File: src/hw/rtl/epic_square.sv
module epic_square #(
    parameter int WIDTH = 38
) (
    input  logic                   clk,
    input  logic                   en_part,
    input  logic                   en_sum,
    input  logic signed [WIDTH-1:0] value,
    output logic [2*WIDTH-1:0]     square
);
    // The value is split into a signed upper half and an unsigned lower
    // half, so each partial product stays near half the full width.
    localparam int LH = (WIDTH + 1) / 2;
    localparam int HW = WIDTH - LH;
    localparam int SW = 2 * WIDTH + 1;

    logic signed [HW-1:0]    hi;
    logic        [LH-1:0]    lo;
    logic signed [2*HW-1:0]  hh_reg;
    logic signed [HW+LH:0]   hl_reg;
    logic        [2*LH-1:0]  ll_reg;
    logic signed [SW-1:0]    sum;
    logic        [2*WIDTH-1:0] square_reg;

    assign hi = value[WIDTH-1:LH];
    assign lo = value[LH-1:0];

    always_ff @(posedge clk)
    begin
        if (en_part)
        begin
            hh_reg <= hi * hi;
            hl_reg <= hi * $signed({1'b0, lo});
            ll_reg <= lo * lo;
        end
    end

    always_comb
    begin
        sum = (SW'(hh_reg) <<< (2 * LH))
            + (SW'(hl_reg) <<< (LH + 1))
            + SW'($signed({1'b0, ll_reg}));
    end

    always_ff @(posedge clk)
    begin
        if (en_sum)
        begin
            square_reg <= sum[2*WIDTH-1:0];
        end
    end

    assign square = square_reg;
endmodule

File: config.mk
export PLATFORM = sky130hd
export DESIGN_NAME = epic_square
export DESIGN_NICKNAME = d
export VERILOG_FILES = /design/src/hw/rtl/epic_square.sv
export SDC_FILE = /design/constraint.sdc
export NUM_CORES = 2
export LEC_CHECK = 0
export ABC_AREA = 1
export BUFFER_PORTS_ARGS = -buffer_cell sky130_fd_sc_hd__buf_2
export CORE_ASPECT_RATIO = 1.75
export CORE_MARGIN = 3
export CORE_UTILIZATION = 43
export DETAILED_ROUTE_END_ITERATION = 8
export PLACE_DENSITY = 0.63
export SYNTH_ARGS = -nofsm -noshare
export SYNTH_HDL_FRONTEND = slang
export SYNTH_SLANG_ARGS = --single-unit
File: constraint.sdc
create_clock -name clk -period 9.7 [get_ports clk]
set_input_delay 1.94 -clock clk [delete_from_list [all_inputs] [get_ports clk]]
set_output_delay 1.94 -clock clk [all_outputs]
set_load 0.01 [all_outputs]
## Yosys cells after proc, flatten, opt, wreduce, memory -nomap -nowiden

Cells that the tools add are included.

- Register bits: 191
- Input bits: 41
- Output and inout port bits: 76
- Logic and storage cells: 9

- Add/subtract/negate cells: 2
- Multipliers: 3

Operator list:

| kind | number |
|---|---|
| $add 76x39->76 | 1 |
| $add 76x59->76 | 1 |
| $mul 19x19->38 | 2 |
| $mul 19x20->39 | 1 |

## Logic depth before layout (Yosys ltp)

- Word-level depth: 2
- Gate-level depth with buffers: 29
- Mapped depth without buffers: 27

## Worst setup path before layout

Ideal clock, no wire load.

- Path type: input -> register
- Start: input port value[37]
- End: register hh_reg[31] (data pin)
- Library setup time: 253 ps
- Arrival: 7472 ps
- Required time: 9447 ps
- Slack: 1975 ps
- Cell stages on the path: 24
- Path buffers: 2
- Cells stage by stage: clkbuf_1 > buf_1 > nand2_1 > fa_1 > inv_1 > fa_1 > inv_1 > fa_1 > fa_1 > inv_1 > fa_1 > inv_1 > fa_1 > inv_1 > ha_1 > ha_1 > nand2_1 > nor2_1 > inv_1 > nor2_1 > nand3_1 > o21bai_1 > nand4_1 > nand2_1

- Cells in the longest elaborated chain, start to end: 1

Ends and longest elaborated chain:

| element | line | source |
|---|---|---|
| from (decl) | 7 | `input logic signed [WIDTH-1:0] value,` |
| $mul 19x19->38 | 31 | `hh_reg <= hi * hi;` |
| to (signal assigned) | 31 |  |
| to (decl) | 18 | `logic signed [2*HW-1:0] hh_reg;` |

No other way between the ends.
A chain may end at the register's enable or synchronous reset.

## Worst setup path in the final report

- Start: input port value[24]
- End: register hl_reg[21] (data pin)

- Cells in the longest elaborated chain, start to end: 1

Ends and longest elaborated chain:

| element | line | source |
|---|---|---|
| $mul 19x20->39 | 32 | `hl_reg <= hi * $signed({1'b0, lo});` |
| to (signal assigned) | 32 |  |
| to (decl) | 19 | `logic signed [HW+LH:0] hl_reg;` |

No other way between the ends.

==> summary.md <==
| Metric | Value |
|---|---|
| Run status | finished, final reports clean |
| Crit path DAT | 8.21 ns |
| Clock slew at reported path FFs | 0.07 ns |
| Min Hold Slack | 0.422 ns |
| DP HPWL | 112000 um |
| Post-synthesis cell area | 47800 um2 |
| Tcrit/Tclk final | 81.8% |
| Setup TNS | 0 ns |
| CP max stage delay | 0.58 ns |
| Root buffer cell | clkbuf_16 |
| Max reg flops | 75 |
| Buffers & Inverters on Critical Path | 3 |
| Post-synthesis sequential area ratio | 11.8% |
| Crit Path Class | input pin to flop |
| DR top layer | met5 |
| Largest net degree at the start of global routing | 66 |
| Crit Path Max Fanout | 23 |
| Final count of hold timing violations | 0 |
| Mapped Avg Cell Area | 7.82 um2 |
| Ys flop type | edfxtp_1 |
| Met3 routed WL | 5640 um |
| TritonCTS Buffers | 17 |
| Overflow after GRT | 0 |
| Hold Crit Class | flop to flop |
| Slowest cell on the critical path | fa_1 |
| Clk buf depth | 2 |
| Row count | 161 |
| Layout Nets | 7502 |
| Vias in the first global route | 40.2k |
| Min-delay src | ll_reg[5] |
| Post-route cell area | 50500 um2 |
| WL met2 | 72000 um |
| CP Cell Sequence | buf_2 > buf_4 > nand2_1 > fa_1 > fa_1 > fa_1 > inv_1 > fa_1 > fa_1 > fa_1 > fa_1 > ha_1 > nand2_1 > nor4_1 > nand2_1 > nand2_1 > xor2_1 |
| # H-tree levels | 4 |
| Drt pass-1 iters | 6 |
| Core Util, Final | 45.8% |
| Fin Clk Skew | 0.0338 ns |
| Count of cell types in the netlist | 40 |
| Port Buffers | 115 |
| CP endpoint kind | flop |
| I/O pin total | 117 |
| Hold path endpoint | square[5] |
| Placed standard-cell area | 49900 um2 |
| Vias | 37.5k |
| R2r setup slk | 6.66 ns |
| Area Growth Syn to Fin | 5.69% |
| Clk_lat worst skew | 0.51 ns |
| Core Area | 110000 um2 |
| CP required | 9.97 ns |
| Relative slew slack | 26.0% |
| Initial DRC Count | 2001 |
| Synthesis-stage register bit count | 188 |
| CP Launch Type | input pin |
| # DRC | 0 |
| CTS Sinks | 188 |
| Filler cell count | 11.1k |
| Final min period | 7.94 ns |
| Post-CTS sizing | 0 |
| Mapped Cells | 6108 |
| Post-synth EDFFs | 188 |
| RSZ-0062 raised after global routing | false |
| Async S/R FF share, synth | 0% |
| Max Clk Rate | 0.126 GHz |
| Critical Path Most Common Cell | fa_1 |
| M1 WL | 49500 um |
| DRT Wirelength | 135000 um |
| Vias per cell | 4.92 |
| # setup viols final | 0 |
| Worst slew pin tran | 1.11 ns |
| Worst reg2reg path endpoint | square[71] |
| Crit path max-delay family | adder cells |
| Number of max-cap violations | 0 |
| Commonest non-fill, non-tap cells in the layout | inv_1 (1883), nand2_1 (1594), fa_1 (876), ha_1 (459), nor2_1 (267) |
| Global placement routability congestion | 0.990 |
| Post-CTS setup repair buffer count | 0 |
| Syn_nets | 7484 |
| Die H | 447 um |
| Max Slew Vio Count | 0 |
| Total Die Area | 115000 um2 |
| Total GRT Usage | 23.9% |
| CTS Hold Bufs | 0 |
| Routed Antenna Nets | 0 |
| Initial Utilization | 43.4% |
| DR WL/cell | 17.7 um |
| Layout cells sized above 1 | 4.15% |
| Hold Crit Depth | 0 |
| First-pass GRT wire length | 213000 um |
| Critical R2R Launch | hl_reg[38] |
| Initial antenna violation count | 8 |
| Commonest non-fill, non-tap cell in the layout | inv_1 |
| R2R cell count | 9 |
| Synth warn | 0 |
| CTS tree | built |
| Die X | 258 um |
==> cells by family (layout without fill, tap and decap cells) <==
group / count (synthesis) / after routing / share of synthesized area, %
buffers and inverters: 2042 / 2073 / 16.0
AO/OA/AOI/OAI: 267 / 267 / 3.02
other: 1 / 9 / 0.00785
XOR/XNOR: 113 / 113 / 2.07
flip-flops: 188 / 188 / 11.8
adder cells (fa/ha/maj): 1335 / 1335 / 48.7
AND/OR/NAND/NOR: 2162 / 2162 / 18.3
==> stage by stage <==
step | setup slack [ns] | instances
after detailed placement | 1.28 | 7574
after CTS | 1.80 | 7606
after global placement | 1.29 | 7574
after floorplan | 1.98 | 6108
final | 1.76 | 7614
after global routing | 1.49 | 7608
==> routing by layer <==
metal,global-route usage (%),vias to the layer above
li1,-,17600
met1,26.7,18500
met2,44.8,999
met3,2.48,308
met4,12.0,6
met5,0,-
==> synthesized netlist by cell type, drive strengths merged, types with 4 or more instances <==
cell type     n  share of area [%]
a21boi        7               0.11
a21o         10               0.16
a21oi       149                1.6
and2         12               0.16
and3          4              0.052
buf          79               0.63
clkbuf       75               0.59
edfxtp      188                 12
fa          876                 37
ha          459                 12
inv        1888                 15
nand2      1609                 13
nand3       148                1.6
nand4        46               0.60
nor2        290                2.4
nor3         26               0.38
nor4          6              0.079
o21ai        75               0.79
o21bai       21               0.33
or2          15               0.20
xnor2        25               0.46
xor2         88                1.6
==> cell type report <==
type	instances	area (um2)	area share (%)
Antenna cell	8	20.0	0.0396
Inverter	1888	7090	14.0
Clock buffer	17	425	0.842
Sequential cell	188	5650	11.2
Tap cell	1467	1840	3.63
Clock inverter	15	155	0.307
Timing Repair Buffer	153	866	1.71
Multi-Input combinational cell	3878	34500	68.3
==> worst max path at each step <==
| stage | slack [ns] | end | cells after the start | from |
|---|---|---|---|---|
| global placement | 1.29 | hh_reg[27] | 21 | value[37] |
| global route | 1.49 | hl_reg[37] | 21 | value[26] |
| detailed placement | 1.28 | hh_reg[37] | 25 | value[37] |
| finish | 1.76 | hl_reg[21] | 17 | value[24] |
| CTS | 1.80 | hl_reg[21] | 17 | value[24] |
| floorplan | 1.98 | hh_reg[31] | 24 | value[37] |
Power is not shown: default switching activity piles up to over one toggle a cycle in this logic, so the estimate is an artifact.
