File: src/hw/rtl/epic_pkg.sv
package epic_pkg;

    // Pipeline depth and the stage that each step of the test occupies.
    localparam int NUM_STAGES = 8;
    localparam int ST_PROD    = 0;
    localparam int ST_LINE    = 1;
    localparam int ST_MUL     = 2;
    localparam int ST_RES     = 3;
    localparam int ST_NORM    = 4;
    localparam int ST_RSQ     = 5;
    localparam int ST_RHS     = 6;
    localparam int ST_CMP     = 7;

    // Configuration port.
    localparam int CFG_DATA_WIDTH  = 63;
    localparam int CFG_INDEX_WIDTH = 2;
    localparam int NUM_F_ROWS      = 3;

    typedef enum logic [CFG_INDEX_WIDTH-1:0] {
        CFG_F_ROW0,
        CFG_F_ROW1,
        CFG_F_ROW2,
        CFG_DIST_THRESHOLD
    } cfg_index_t;

    // Threshold is unsigned Q8.8; its square carries sixteen fraction bits.
    localparam int                      THRESH_WIDTH = 16;
    localparam logic [THRESH_WIDTH-1:0] THRESH_RESET = 16'd256;
    localparam int                      TSQ_WIDTH    = 2 * THRESH_WIDTH;
    localparam int                      TSQ_FRAC     = 16;

    typedef struct packed {
        logic [NUM_STAGES-1:0] load;
    } stage_ctrl_t;

endpackage

File: src/hw/rtl/epic_resid_unit.sv
module epic_resid_unit #(
    parameter int COORD_WIDTH = 16,
    parameter int COORD_FRAC  = 4,
    parameter int LINE_WIDTH  = 38,
    parameter int RES_WIDTH   = LINE_WIDTH + COORD_WIDTH + 2
) (
    input  logic                          clk,
    input  epic_pkg::stage_ctrl_t         ctrl,
    input  logic signed [LINE_WIDTH-1:0]  a0,
    input  logic signed [LINE_WIDTH-1:0]  b0,
    input  logic signed [LINE_WIDTH-1:0]  c0,
    input  logic signed [COORD_WIDTH-1:0] x0,
    input  logic signed [COORD_WIDTH-1:0] y0,
    output logic signed [RES_WIDTH-1:0]   resid
);
    localparam int MW = LINE_WIDTH + COORD_WIDTH;

    logic signed [MW-1:0]        m0_reg;
    logic signed [MW-1:0]        m1_reg;
    logic signed [MW-1:0]        c0s_reg;
    logic signed [RES_WIDTH-1:0] resid_reg;

    always_ff @(posedge clk)
    begin
        if (ctrl.load[epic_pkg::ST_MUL])
        begin
            m0_reg  <= a0 * x0;
            m1_reg  <= b0 * y0;
            c0s_reg <= MW'(c0) <<< COORD_FRAC;
        end
    end

    always_ff @(posedge clk)
    begin
        if (ctrl.load[epic_pkg::ST_RES])
        begin
            resid_reg <= RES_WIDTH'(m0_reg) + RES_WIDTH'(m1_reg) + RES_WIDTH'(c0s_reg);
        end
    end

    assign resid = resid_reg;
endmodule

File: config.mk
export PLATFORM = sky130hd
export DESIGN_NAME = epic_resid_unit
export DESIGN_NICKNAME = d
export VERILOG_FILES = /design/src/hw/rtl/epic_pkg.sv /design/src/hw/rtl/epic_resid_unit.sv
export SDC_FILE = /design/constraint.sdc
export NUM_CORES = 2
export LEC_CHECK = 0
export BUFFER_PORTS_ARGS = -buffer_cell sky130_fd_sc_hd__buf_4
export CAP_MARGIN = 30
export CELL_PAD_IN_SITES_DETAIL_PLACEMENT = 2
export CELL_PAD_IN_SITES_GLOBAL_PLACEMENT = 2
export CORE_MARGIN = 10
export CORE_UTILIZATION = 42
export CTS_CLUSTER_DIAMETER = 50
export CTS_CLUSTER_SIZE = 14
export DETAILED_ROUTE_END_ITERATION = 10
export PLACE_DENSITY = 0.82
export SLEW_MARGIN = 20
export SYNTH_ARGS = -nofsm -noshare
export SYNTH_HDL_FRONTEND = slang
export SYNTH_SLANG_ARGS = --single-unit
File: constraint.sdc
create_clock -name clk -period 9.75 [get_ports clk]
set_input_delay 0.4875 -clock clk [delete_from_list [all_inputs] [get_ports clk]]
set_output_delay 0.4875 -clock clk [all_outputs]
set_load 0.02 [all_outputs]
## Word-level counts from Yosys, hierarchy flattened

Index checks and enable logic that the tools add are counted.

| operators by class | value |
|---|---|
| add/subtract/negate cells | 2 |
| multipliers | 2 |
| divide/modulo/power cells | 0 |
| order comparisons | 0 |
| equal/unequal tests | 0 |
| shift-type cells | 0 |
| mux-type cells | 0 |
| bitwise operators | 0 |
| reduce and logical (&&, ||, !) cells | 0 |

Operators by type and width:

| cell | count |
|---|---|
| $mul A38 B16 Y54 | 2 |
| $add A55 B42 Y56 | 1 |
| $add A54 B54 Y55 | 1 |

| word-level totals | value |
|---|---|
| register bits | 202 |
| bits in latches | 0 |
| memory bits (writable) | 0 |
| ROM bits | 0 |
| memories kept | 0 |

## Logic depth before layout (Yosys ltp)

| depth | value |
|---|---|
| depth after elaboration | 2 |
| gate-level depth with buffers | 26 |

## Least setup slack after synthesis

Ideal clock, no wire load.

| path | value |
|---|---|
| path type | input to register |
| from | input y0[1] |
| to | register m1_reg[47], data pin |
| library setup time | 0.266 ns |
| data arrival time | 6.627 ns |
| required time | 9.484 ns |
| path slack | 2.857 ns |
| stages | 25 |
| cell sequence | clkbuf_1 clkbuf_1 nand2_1 fa_1 inv_1 fa_1 inv_1 fa_1 inv_1 fa_1 fa_1 inv_1 fa_1 inv_1 ha_1 a21o_1 a21o_1 a21o_1 a221o_1 nor3_1 o21ai_1 o21bai_1 nor2_1 a31o_2 xor2_1 |

| between the ends | value |
|---|---|
| word-level cells in the longest chain between the ends | 1 |

RTL lines:

| element | line | text |
|---|---|---|
| start: declaration | epic_resid_unit.sv:13 | `input logic signed [COORD_WIDTH-1:0] y0,` |
| $mul A38 B16 Y54 | epic_resid_unit.sv:28 | `m1_reg <= b0 * y0;` |
| end signal: assignment | epic_resid_unit.sv:28 |  |
| end: declaration | epic_resid_unit.sv:19 | `logic signed [MW-1:0] m1_reg;` |

No other way between the ends.
A chain may end at the register's enable or synchronous reset.

## Final worst setup path

| path | value |
|---|---|
| from | input y0[15] |
| to | register m1_reg[53], data pin |

Same word-level chain as after synthesis.

==> results summary <==
Summing every instance area after synthesis gives 0.0520 mm². Setup repair after global routing left no endpoint under its margin. The largest net degree at the start of global routing is 97. The clock-pin slew of the registers on the worst-case setup and hold paths came out at 0.07 ns.

The effective utilization at floorplan came out at 0.421. The estimated wirelength of the detail-placed design is 142000 µm. The synthesized netlist cell count came out at 5588. The transition time at the pin with the least slew margin came out at 0.998 ns. The path with the worst hold slack has its endpoint at c0s_reg[5]$_DFFE_PP_. The flow ran to the end, and the final reports show no timing, DRC or antenna violations. The congestion estimate from routability-driven global placement came to 0.844. Wires add up to 179000 µm. Counting flops and latches in the post-synthesis netlist gives 202. After clock tree synthesis, the setup repair step added 0 buffers. STA classifies the critical path startpoint as a primary input. Across the run, the number of max-cap violations was 0. The post-CTS resize count came out at 0. The number of enable-type register cells in the synthesized netlist is 202. Averaged over all synthesized cells, the footprint is 9.30 µm². The number of antenna violations at the first check in global routing is 11. The via-per-instance ratio is 5.41.

The via count of the first global-routing pass is 48600. After the first detailed-routing iteration, the DRC count stood at 2089. Data arrives at the worst endpoint at 7.83 ns. The first-pass iteration count of the detailed router came out at 7. The worst setup path is of the primary input to flop kind. In this run the worst path has a maximum fanout of 24.

The final worst-path cycle share came out at 0.772. The post-synthesis to final-layout area growth came out at 6.60%. The global router's overall resource usage came out at 0.263. In this run the worst hold path is classified as primary input to flop.

The worst hold path begins at c0[1]. For this run, the post-layout net count is 7228. The number of cells traversed by the worst hold path is 1. Measured along the x axis, the die boundary spans 372 µm. The number of remaining DRC errors is 0. The port buffer count is 204. The die covers 0.138 mm². STA classifies the critical path endpoint as a flop.

The final number of setup-violating endpoints is 0. TritonCTS created 23 clock buffers. The flip-flop cell with the highest count after synthesis is edfxtp_1. The fraction of the yosys area taken by sequential cells came out at 0.117. The count of endpoints failing hold in the final timing report was 0. The I/O pin count came out at 211. The count of yosys warnings during synthesis is 0. The highest clock frequency the design can meet is 133 MHz. The maximum clock skew at final layout is 0.0394 ns. The data required time of the critical path came out at 10.05 ns. The routed length per instance came out at 24.8 µm.

The headroom to the max-slew limit is 0.326. The worst register-to-register path begins at m0_reg[6]$_DFFE_PP_. The final critical path time including I/O delays and setup came out at 7.53 ns. The first global-routing pass estimated 280000 µm of wire. The number of different library cells used by synthesis comes to 64.

The number of max-slew violations in the final report was 0. The via total after detailed routing is 39100. The endpoint of the most critical register-to-register path is resid[48]$_DFFE_PP_. The clock passes through at most 3 buffers.

The share of synthesized registers carrying an async set or reset came out at 0. After routing, the total negative slack on setup checks comes to 0 ns. The number of nets with antenna violations after routing is 0. The core region area came out at 0.123 mm². The overall die height came out at 372 µm. The clock tree from TritonCTS is done. CTS built an H-tree with a depth of 1.

The final core area utilization came out at 0.449. The cell chosen for the clock root is clkbuf_16. Of the cells placed in the final design, the portion with a size suffix greater than 1 is 0.0466. After clock tree synthesis, the flow added hold-fix buffers numbering 0. The sink count of the clock tree came out at 202. The floorplan has 129 rows. The flip-flop count of the largest register, all copies and words added is 56. The register-to-register path setup slack is 4.84 ns. Summed over all layers, the global routing overflow is 0. The number of nets in the synthesized netlist came out at 7244. The worst register-to-register path has a depth of 11. The clock latency on the worst-skew pair is 0.58 ns.
metal layers:
layer,track usage,vias to the layer above,part of all wire
met4,0.0916,4,0.039
met1,0.311,21100,0.39
met2,0.491,1041,0.53
li1,-,16500,-
met3,0.0263,409,0.040
met5,0,-,0.00016
stage by stage:
stage	instances	setup WS (ns)	cell area (µm²)	hold WS [ns]
2_1_floorplan	5588	2.86	52000	0.513
3_3_place_gp	7182	2.03	54600	0.583
3_5_place_dp	7182	1.85	54600	0.622
4_1_cts	7218	2.35	55400	0.0661
5_1_grt	7221	1.84	55400	0.0753
6_report	7223	2.22	55400	0.0901
cells in the final DEF (no fill, tap or decap), drive strengths merged, types with 7 or more instances in the layout:
cell type / count
o31ai: 12
o21ai: 86
and3: 20
nand2b: 25
buf: 210
fa: 1191
nand2: 851
o21a: 22
and2: 393
a21o: 95
nor2: 129
edfxtp: 202
nor2b: 22
inv: 1428
nand4: 30
xor2: 54
nand3: 33
a31oi: 26
a211oi: 13
o21bai: 24
a21oi: 155
nor3: 15
ha: 310
a211o: 7
o211ai: 9
clkbuf: 23
xnor2: 112
worst max-delay path, stage by stage:
cell	delay, ns
buf_4	0.19
inv_1	0.34
buf_4	0.44
nor2_1	0.14
fa_1	0.53
fa_1	0.45
fa_1	0.54
fa_1	0.44
fa_1	0.51
inv_1	0.05
fa_1	0.56
inv_1	0.06
ha_1	0.45
and3_1	0.30
nand2_1	0.09
a2111oi_0	0.58
nor3_1	0.26
o21ai_1	0.38
a21oi_1	0.24
o31ai_1	0.44
a31oi_1	0.17
xnor2_1	0.15
Yosys cell counts (all sizes together) (4+ instances only):
| library cell | count | area, µm² |
|---|---|---|
| edfxtp | 202 | 6070 |
| nand2b | 25 | 156 |
| o21ai | 86 | 430 |
| a21boi | 4 | 30.0 |
| nor2 | 129 | 484 |
| nand2 | 851 | 3190 |
| a211oi | 13 | 108 |
| and4 | 4 | 35.0 |
| nor3 | 15 | 75.1 |
| a31oi | 26 | 169 |
| nand3 | 33 | 165 |
| a221oi | 6 | 52.6 |
| o41ai | 5 | 51.3 |
| o211ai | 9 | 67.6 |
| and3 | 20 | 126 |
| clkbuf | 246 | 923 |
| a41oi | 5 | 43.8 |
| o21a | 22 | 165 |
| o21bai | 24 | 180 |
| or3 | 4 | 25.0 |
| a21oi | 155 | 780 |
| a211o | 7 | 61.3 |
| nor2b | 22 | 138 |
| and2 | 393 | 2460 |
| fa | 1191 | 23800 |
| o22ai | 5 | 31.3 |
| xnor2 | 112 | 981 |
| o311ai | 4 | 35.0 |
| a21o | 95 | 713 |
| ha | 310 | 3880 |
| inv | 1421 | 5330 |
| xor2 | 54 | 473 |
| o221ai | 4 | 35.0 |
| o31ai | 12 | 95.1 |
| buf | 5 | 18.8 |
| nand4 | 30 | 188 |
| a2111oi | 5 | 43.8 |
layout make-up:
cell class | instances | area (µm²)
fill | 13400 | 67900
multi-input combinational | 3714 | 39600
sequential | 202 | 6070
inverter | 1421 | 5330
tap | 1637 | 2050
timing repair buffer | 210 | 1600
clock buffer | 23 | 576
clock inverter | 13 | 143
antenna | 3 | 7.51
how the worst max path moves through the flow:
stage                                      end  startpoint
final                     m1_reg[53]$_DFFE_PP_      y0[15]
after CTS                 m1_reg[53]$_DFFE_PP_      y0[15]
after global placement    m1_reg[47]$_DFFE_PP_      y0[15]
after global routing      m1_reg[47]$_DFFE_PP_       y0[1]
after detailed placement  m1_reg[53]$_DFFE_PP_      y0[15]
after floorplan           m1_reg[47]$_DFFE_PP_       y0[1]
logic make-up after synthesis:
kind of cell,count (synthesis),synth area share
and+or+nand+nor,1540,0.138
AOI/OAI and AO/OA,507,0.0635
DFF,202,0.117
adders and majority gates,1501,0.533
buffers and inverters,1672,0.121
xor gates and xnor gates,166,0.0280
Power is left out: the tool's default activity adds up to more than one toggle a clock period on the data nets, which glitch-free logic cannot reach.
