$ cat src/hw/rtl/epic_pkg.sv
package epic_pkg;

    // Pipeline depth and the stage that each step of the test occupies.
    localparam int NUM_STAGES = 8;
    localparam int ST_PROD    = 0;
    localparam int ST_LINE    = 1;
    localparam int ST_MUL     = 2;
    localparam int ST_RES     = 3;
    localparam int ST_NORM    = 4;
    localparam int ST_RSQ     = 5;
    localparam int ST_RHS     = 6;
    localparam int ST_CMP     = 7;

    // Configuration port.
    localparam int CFG_DATA_WIDTH  = 63;
    localparam int CFG_INDEX_WIDTH = 2;
    localparam int NUM_F_ROWS      = 3;

    typedef enum logic [CFG_INDEX_WIDTH-1:0] {
        CFG_F_ROW0,
        CFG_F_ROW1,
        CFG_F_ROW2,
        CFG_DIST_THRESHOLD
    } cfg_index_t;

    // Threshold is unsigned Q8.8; its square carries sixteen fraction bits.
    localparam int                      THRESH_WIDTH = 16;
    localparam logic [THRESH_WIDTH-1:0] THRESH_RESET = 16'd256;
    localparam int                      TSQ_WIDTH    = 2 * THRESH_WIDTH;
    localparam int                      TSQ_FRAC     = 16;

    typedef struct packed {
        logic [NUM_STAGES-1:0] load;
    } stage_ctrl_t;

endpackage

$ cat src/hw/rtl/epic_pipe_ctrl.sv
module epic_pipe_ctrl (
    input  logic                  clk,
    input  logic                  rst_n,
    input  logic                  in_valid,
    output logic                  in_ready,
    output logic                  out_valid,
    input  logic                  out_ready,
    output epic_pkg::stage_ctrl_t ctrl
);
    localparam int N = epic_pkg::NUM_STAGES;

    logic [N-1:0] valid_reg;
    logic [N-1:0] valid_next;
    logic [N-1:0] stage_ready;
    logic [N-1:0] upstream;

    // A stage may take new data when it is empty or its content moves on.
    always_comb
    begin
        stage_ready[N-1] = !valid_reg[N-1] || out_ready;
        for (int k = N - 2; k >= 0; k--)
        begin
            stage_ready[k] = !valid_reg[k] || stage_ready[k+1];
        end
    end

    always_comb
    begin
        upstream = {valid_reg[N-2:0], in_valid};
        for (int k = 0; k < N; k++)
        begin
            valid_next[k]  = stage_ready[k] ? upstream[k] : valid_reg[k];
            ctrl.load[k]   = stage_ready[k] && upstream[k];
        end
    end

    always_ff @(posedge clk or negedge rst_n)
    begin
        if (!rst_n)
        begin
            valid_reg <= '0;
        end
        else
        begin
            valid_reg <= valid_next;
        end
    end

    assign in_ready  = stage_ready[0];
    assign out_valid = valid_reg[N-1];
endmodule

$ cat config.mk
export PLATFORM = sky130hd
export DESIGN_NAME = epic_pipe_ctrl
export DESIGN_NICKNAME = d
export VERILOG_FILES = /design/src/hw/rtl/epic_pkg.sv /design/src/hw/rtl/epic_pipe_ctrl.sv
export SDC_FILE = /design/constraint.sdc
export NUM_CORES = 1
export LEC_CHECK = 0
export CAP_MARGIN = 20
export CELL_PAD_IN_SITES_DETAIL_PLACEMENT = 0
export CELL_PAD_IN_SITES_GLOBAL_PLACEMENT = 1
export CORE_MARGIN = 2
export CORE_UTILIZATION = 29
export DETAILED_ROUTE_END_ITERATION = 16
export DONT_BUFFER_PORTS = 1
export PLACE_DENSITY_LB_ADDON = 0.1
export SETUP_SLACK_MARGIN = 0.4
export SLEW_MARGIN = 20
export SYNTH_ARGS = -nofsm -noshare
export SYNTH_HDL_FRONTEND = slang
export SYNTH_SLANG_ARGS = --single-unit
$ cat constraint.sdc
create_clock -name clk -period 1.9 [get_ports clk]
set_clock_uncertainty 0.2 [all_clocks]
set_input_delay 0.19 -clock clk [delete_from_list [all_inputs] [get_ports clk]]
set_output_delay 0.19 -clock clk [all_outputs]
set_load 0.02 [all_outputs]
After elaboration in Yosys (flattened, before gate mapping)
Index checks and enable logic that the tools add are counted.
{"block": "word_totals", "reg_bits": 8, "in_bits": 4, "output_inout_bits": 10, "elab_cells": 32}
{"block": "op_classes", "n_reduce_logical": 24}
{"cell": "$logic_and 1x1->1", "count": 8}
{"cell": "$logic_not 1->1", "count": 8}
{"cell": "$logic_or 1x1->1", "count": 8}

Longest topological paths before layout
Gate-level depths: netlist of the first run.
{"block": "logic_depth", "word_depth": 10, "ltp_mapped": 4, "ltp_nobuf": 2}

Worst setup path before layout of the first run
OpenSTA, ideal clock, no wires.
{"block": "synth_path", "path_type": "register to output", "startpoint": "register valid_reg[7]", "endpoint": "output ctrl[2] in the netlist's numbering", "t_arrival_ns": 1.397, "t_required_ns": 1.510, "slack_ns": 0.113, "path_stages_with_launch": 5, "path_buffers": 2, "path_cell_list": "dfrtp_1 -> and3b_1 -> buf_6 -> buf_6 -> a21boi_0"}
{"item": "start, declared", "line_no": "epic_pipe_ctrl.sv:12", "source": "logic [N-1:0] valid_reg;"}
{"item": "start signal, assigned", "line_no": "epic_pipe_ctrl.sv:45", "source": "valid_reg <= valid_next;"}
{"item": "end, declared", "line_no": "epic_pipe_ctrl.sv:8", "source": "output epic_pkg::stage_ctrl_t ctrl"}

==> metrics.txt, run 1 <==
vias in the first global route=314; pin count of the biggest net entering global routing=9; max reg flops=8; internal power=0.3872 mW; All-Layer GR Usage=11.00%; power share of the combinational group=41.2%; FP Rows=13; initial antenna violation count=0; area grow syn2layout=41.27%; Post-route DRC=0; leakage=0.2480 nW; CTS tree=built; Max Fanout on Critical Path=7; grt ovf=0; 1st-iter DRT viols=4; outcome=completed; R2R Path Start=valid_reg[7]$_DFFE_PN0P_; share of cells above drive strength 1=44.44%; number of distinct library cells after synthesis=18; Hold Crit Class=input port to async pin; first-pass GRT wire length=1428 um; clock group share of total power=22.7%; vias per cell=5.100; final RePlAce weighted congestion=0.7117; Worst Reg-to-Reg Cells=4; Pre-Repair DR Iteration Count=2; Place WS=0.3408 ns; WL/cell=14.25 um; sequential power share=36.1%; Routed WL=855 um; worst slew pin tran=0.3792 ns; CTS sink count=8; clock root buffer=clkbuf_4; Final Setup Violations=0; Critical Path Start Type=register; Clock Tree Buf Depth=2; most frequent cells in the layout=dfrtp_1, buf_4, inv_1; CP endpoint kind=primary output; post-layout min period=1.763 ns; setup TNS=0 ns; PortBufs=0; P per Cell Area=1073 nW/um2; Placed Instance Area=503.0 um2; Crit-path slowest cell=dfrtp_2; synthesized flop and latch total=8; syn nets=40; Clock transition at path regs=0.06 ns; CP arrival=1.37 ns; Worst EP required=1.51 ns; maximum VDD drop=0.4603 mV; Layout Nets=50; RSZ-0062 raised after global routing=true; Hold WS=0.08316 ns; Period Utilization, post-route=92.78%; FMAX=0.5673 GHz; Die H=41.85 um; I/O pin total=14; post-route ant nets=0; Synth Warn #=0; Filler Cell Count=123; net switching power=0.2426 mW; Num CTS Buffers=3; DR vias=306; sw frac=38.52%; CP Class=register to primary output; Max Cap Violations=0; Starting Density=31.53%; area of the multi-input gates=246.5 um2; Mapped Cells=36; Avg Synthesized Cell Area=11.54 um2; final-report hold violation count=0; max-slew violation count=0; Die W=41.85 um; core area=1318 um2; min setup slack post-route=0.1372 ns; diode count=0; Core Util, Final=44.54%; commonest non-fill, non-tap cell in the layout=dfrtp_1; Clk Latency, worst-skew pair=0.26 ns; register area=201.4 um2; Post-DP HPWL=628.2 um; Seq/Total Area, Yosys=48.19%; Mapped Area=415.4 um2; post-route cell area=586.8 um2; die area=1751 um2; FF-to-FF End=valid_reg[0]$_DFFE_PN0P_; CP cell instances=and3b_2, buf_6, a41oi_4; Slew HR=74.64%; r2r setup slk=0.40 ns; peak per-stage delay on the critical path=0.46 ns; # H-tree levels=1
cell families (layout without fill, tap and decap cells):
group                  count (synthesis)  count (layout)  share of synthesized area (%)
DFF                                    8               8                          48.19
AOI/OAI and AO/OA                     12              12                          23.50
and+or+nand+nor                        8               8                          13.86
buffers and inverters                  8              17                          14.46
per-stage QoR:
step	cells	total power, mW
finish	60	0.6298
global placement	52	0.4547
CTS	59	0.6340
detailed placement	52	0.4621
global route	60	0.6771
floorplan	36	0.4489
power groups by stage:
stage                     clock [mW]  combinational [mW]  sequential [mW]
after CTS                      0.154               0.253            0.228
after global routing           0.169               0.276            0.232
final                          0.143               0.259            0.227
after detailed placement           0               0.231            0.231
after floorplan                    0               0.214            0.234
after global placement             0               0.226            0.229
layer usage:
layer	wire (um)	vias up	part of all wire [%]	track usage, %
met5	0	-	0	0
met4	7	0	0.82	5.806
met1	341	143	40	12.30
met2	439	11	51	17.50
met3	67	2	7.8	4.783
li1	-	150	-	-
repair_timing:
item / in CTS / in global routing
resized for setup: 3 / 2
endpoints found under the hold margin: 10 / 0
setup endpoints to repair: 8 / 9
pin swaps: 5 / 3
setup buffers: 0 / 1
hold buffers: 3 / 0
synth_stat cells:
cell type | count | area, um2
nand4_1 | 1 | 6.260
a31oi_1 | 2 | 12.51
dfrtp_1 | 8 | 200.2
inv_1 | 4 | 15.01
a21boi_1 | 1 | 7.510
buf_6 | 4 | 45.04
a41oi_1 | 2 | 17.52
a31o_2 | 1 | 8.760
and4_4 | 1 | 11.26
and2_1 | 1 | 6.260
a31o_1 | 1 | 8.760
nand2b_1 | 2 | 12.51
nor2b_1 | 1 | 6.260
a21o_1 | 2 | 15.01
a21boi_0 | 1 | 7.510
a41o_1 | 2 | 20.02
and3b_1 | 1 | 8.760
or2_1 | 1 | 6.260
area by class of cell:
cell class                      count  share of cell area (%)
Timing Repair Buffer                9                   13.43
Clock buffer                        4                   4.478
Multi-Input combinational cell     20                   42.00
Sequential cell                     8                   34.33
Inverter                            4                   2.559
Tap cell                           15                   3.198
worst max-delay path by stage:
stage	from	to	slack, ns	depth (start not counted)
final	valid_reg[7]$_DFFE_PN0P_	ctrl[0]	0.14	3
after global routing	valid_reg[7]$_DFFE_PN0P_	ctrl[0]	0.08	3
after CTS	valid_reg[7]$_DFFE_PN0P_	ctrl[0]	0.11	3
after detailed placement	valid_reg[7]$_DFFE_PN0P_	ctrl[6]	0.34	3
after global placement	valid_reg[7]$_DFFE_PN0P_	ctrl[6]	0.36	3
after floorplan	valid_reg[7]$_DFFE_PN0P_	ctrl[0]	0.36	4
worst max-delay path, delay by kind of cell (launching register included):
kind | cells | cell delay, ns
AND/OR/NAND/NOR | 1 | 0.24
AO/OA/AOI/OAI | 1 | 0.28
buffers and inverters | 1 | 0.14
flip-flops | 1 | 0.46
(Power assumes the default switching activity.)
==> run 2: changes to the inputs <==
CORE_MARGIN = 4   (was 2)
PLACE_DENSITY_LB_ADDON = 0.3   (was 0.1)
==> run 2 against run 1 <==
Compared with the run above: die area increased by 20%; cell count shrank 1.7%; sequential power rose by 7%; largest power group unchanged; utilization increased by 0.57 points; worst hold slack got worse by 0.0061 ns; count of clock-buffer cells in the layout stayed put.
==> metrics.txt, run 2 (synthesized netlist as in run 1, its figures left out) <==
outcome=completed; Slew HR=75.73% (+1.1 points); FP Rows=13 (unchanged); peak per-stage delay on the critical path=0.46 ns (about the same); Max Fanout on Critical Path=8 (+1); Routed WL=867 um (+1.4%); core area=1318 um2 (unchanged); FMAX=0.5631 GHz (-0.75%); WL/cell=14.69 um (+3.1%); Post-DP HPWL=573.5 um (-8.7%); r2r setup slk=0.38 ns (-0.02 ns); vias per cell=5.288 (+3.7%); Num CTS Buffers=3 (unchanged); # H-tree levels=1 (unchanged); initial antenna violation count=0 (unchanged); Hold Crit Class=input port to async pin; I/O pin total=14 (unchanged); CP Class=register to primary output; clock root buffer=clkbuf_4; CP endpoint kind=primary output; 1st-iter DRT viols=1 (-3); DR vias=312 (+2.0%); share of cells above drive strength 1=45.45% (+1.0 points); setup TNS=0 ns (unchanged); max reg flops=8 (unchanged); Clock Tree Buf Depth=2 (unchanged); CP cell instances=and3b_2, buf_12, a41oi_4; max-slew violation count=0 (unchanged); Period Utilization, post-route=93.47% (+0.70 points); die area=2102 um2 (+20%); Hold WS=0.07704 ns (-0.006120 ns); maximum VDD drop=0.6380 mV (+39%); post-layout min period=1.776 ns (+0.01324 ns); Die H=45.85 um (+9.6%); Max Cap Violations=0 (unchanged); final-report hold violation count=0 (unchanged); area grow syn2layout=43.07%; WP buf/inv=1 (unchanged); post-route ant nets=0 (unchanged); worst slew pin tran=0.3629 ns (-0.01630 ns); vias in the first global route=293 (-6.7%); Clock transition at path regs=0.06 ns (about the same); Post-route DRC=0 (unchanged); Final Setup Violations=0 (unchanged); Starting Density=31.53% (unchanged); area of the multi-input gates=234.0 um2 (-5.1%); Clk Latency, worst-skew pair=0.26 ns (about the same); grt ovf=0 (unchanged); Crit-path slowest cell=dfrtp_2; delay-heaviest family, CP=flip-flops; PortBufs=0 (unchanged); CTS tree=built; Die W=45.85 um (+9.6%); CTS sink count=8 (unchanged); diode count=0 (unchanged); Layout Nets=49 (-2.0%); Filler Cell Count=126 (+2.4%); wl on met1=353 um (+3.5%); All-Layer GR Usage=9.631% (-1.4 points); Top Metal Used=met4; Critical Path Start Type=register; register area=202.7 um2 (+0.62%); RSZ-0062 raised after global routing=true; commonest non-fill, non-tap cell in the layout=dfrtp_1; met2 wire length=432 um (-1.6%); Worst EP required=1.51 ns (about the same); P per Cell Area=1059 nW/um2 (-1.3%); leakage=0.2391 nW (-3.6%); Pre-Repair DR Iteration Count=3 (+1); first-pass GRT wire length=1386 um (-2.9%); met3 wire length=57 um (-15%); CP arrival=1.39 ns (+0.02 ns); final RePlAce weighted congestion=0.6457 (-9.3%); most frequent cells in the layout=dfrtp_1, inv_1, clkbuf_4, dlygate4sd3_1, buf_4; pin count of the biggest net entering global routing=16 (+7)
-- run 2: cell count changes in the layout (fill, tap and decap cells not counted) --
cell       previous run  this run
nor2b_2               0         1
buf_4                 5         3
dfrtp_1               7         6
a21boi_4              1         0
a21boi_2              1         2
clkbuf_16             0         1
buf_12                0         1
dfrtp_2               1         2
nor2b_4               1         0
buf_6                 1         0
-- run 2: worst register-to-register path, delay by kind of cell (launching register included) --
kind            cells  cell delay, ns
simple gates        1            0.24
buf+inv             2            0.28
flops               1            0.46
compound gates      1            0.23
-- run 2: metal layers --
layer	track usage, %	up-vias
met4	8.523	0
met2	14.01	11
met5	0	-
li1	-	147
met3	2.372	2
met1	11.48	152
-- run 2: report_power, final --
part | internal, mW | switching, mW
Clock | 0.0804 | 0.0593
Sequential | 0.199 | 0.0435
Combinational | 0.109 | 0.138
-- run 2: metrics by stage --
stage / instance area [um2] / setup WS, ns / util (%) / total power [mW] / cells
global placement: 500.5 / 0.3532 / 37.99 / 0.4524 / 50
floorplan: 495.5 / 0.3591 / - / 0.4489 / 36
global route: 594.3 / 0.08241 / 45.11 / 0.6689 / 59
CTS: 560.5 / 0.1310 / 42.55 / 0.6136 / 57
detailed placement: 500.5 / 0.3465 / 37.99 / 0.4585 / 50
finish: 594.3 / 0.1240 / 45.11 / 0.6296 / 59
-- run 2: layout make-up --
type | instances | area share (%)
Clock buffer | 4 | 4.421
Inverter | 4 | 2.526
Multi-Input combinational cell | 20 | 39.37
Sequential cell | 8 | 34.11
Tap cell | 15 | 3.158
Timing Repair Buffer | 8 | 16.42
-- run 2: worst paths after layout --
| check | start | endpoint | cells after the start |
|---|---|---|---|
| max | valid_reg[7]$_DFFE_PN0P_ | ctrl[0] | 3 |
| min | rst_n | valid_reg[6]$_DFFE_PN0P_ | 1 |
| max reg2reg | valid_reg[7]$_DFFE_PN0P_ | valid_reg[0]$_DFFE_PN0P_ | 4 |
| min reg2reg | valid_reg[6]$_DFFE_PN0P_ | valid_reg[7]$_DFFE_PN0P_ | 1 |
| max in group asynchronous | rst_n | valid_reg[4]$_DFFE_PN0P_ | 1 |
| min in group clk | valid_reg[6]$_DFFE_PN0P_ | valid_reg[7]$_DFFE_PN0P_ | 1 |
-- run 2: timing repair --
action,CTS,global route
endpoints found under the setup margin,8,9
hold endpoints to repair,10,0
cloned,0,1
buffers inserted,0,1
gates resized for setup,2,1
hold buffers,3,0
pin swaps,1,1
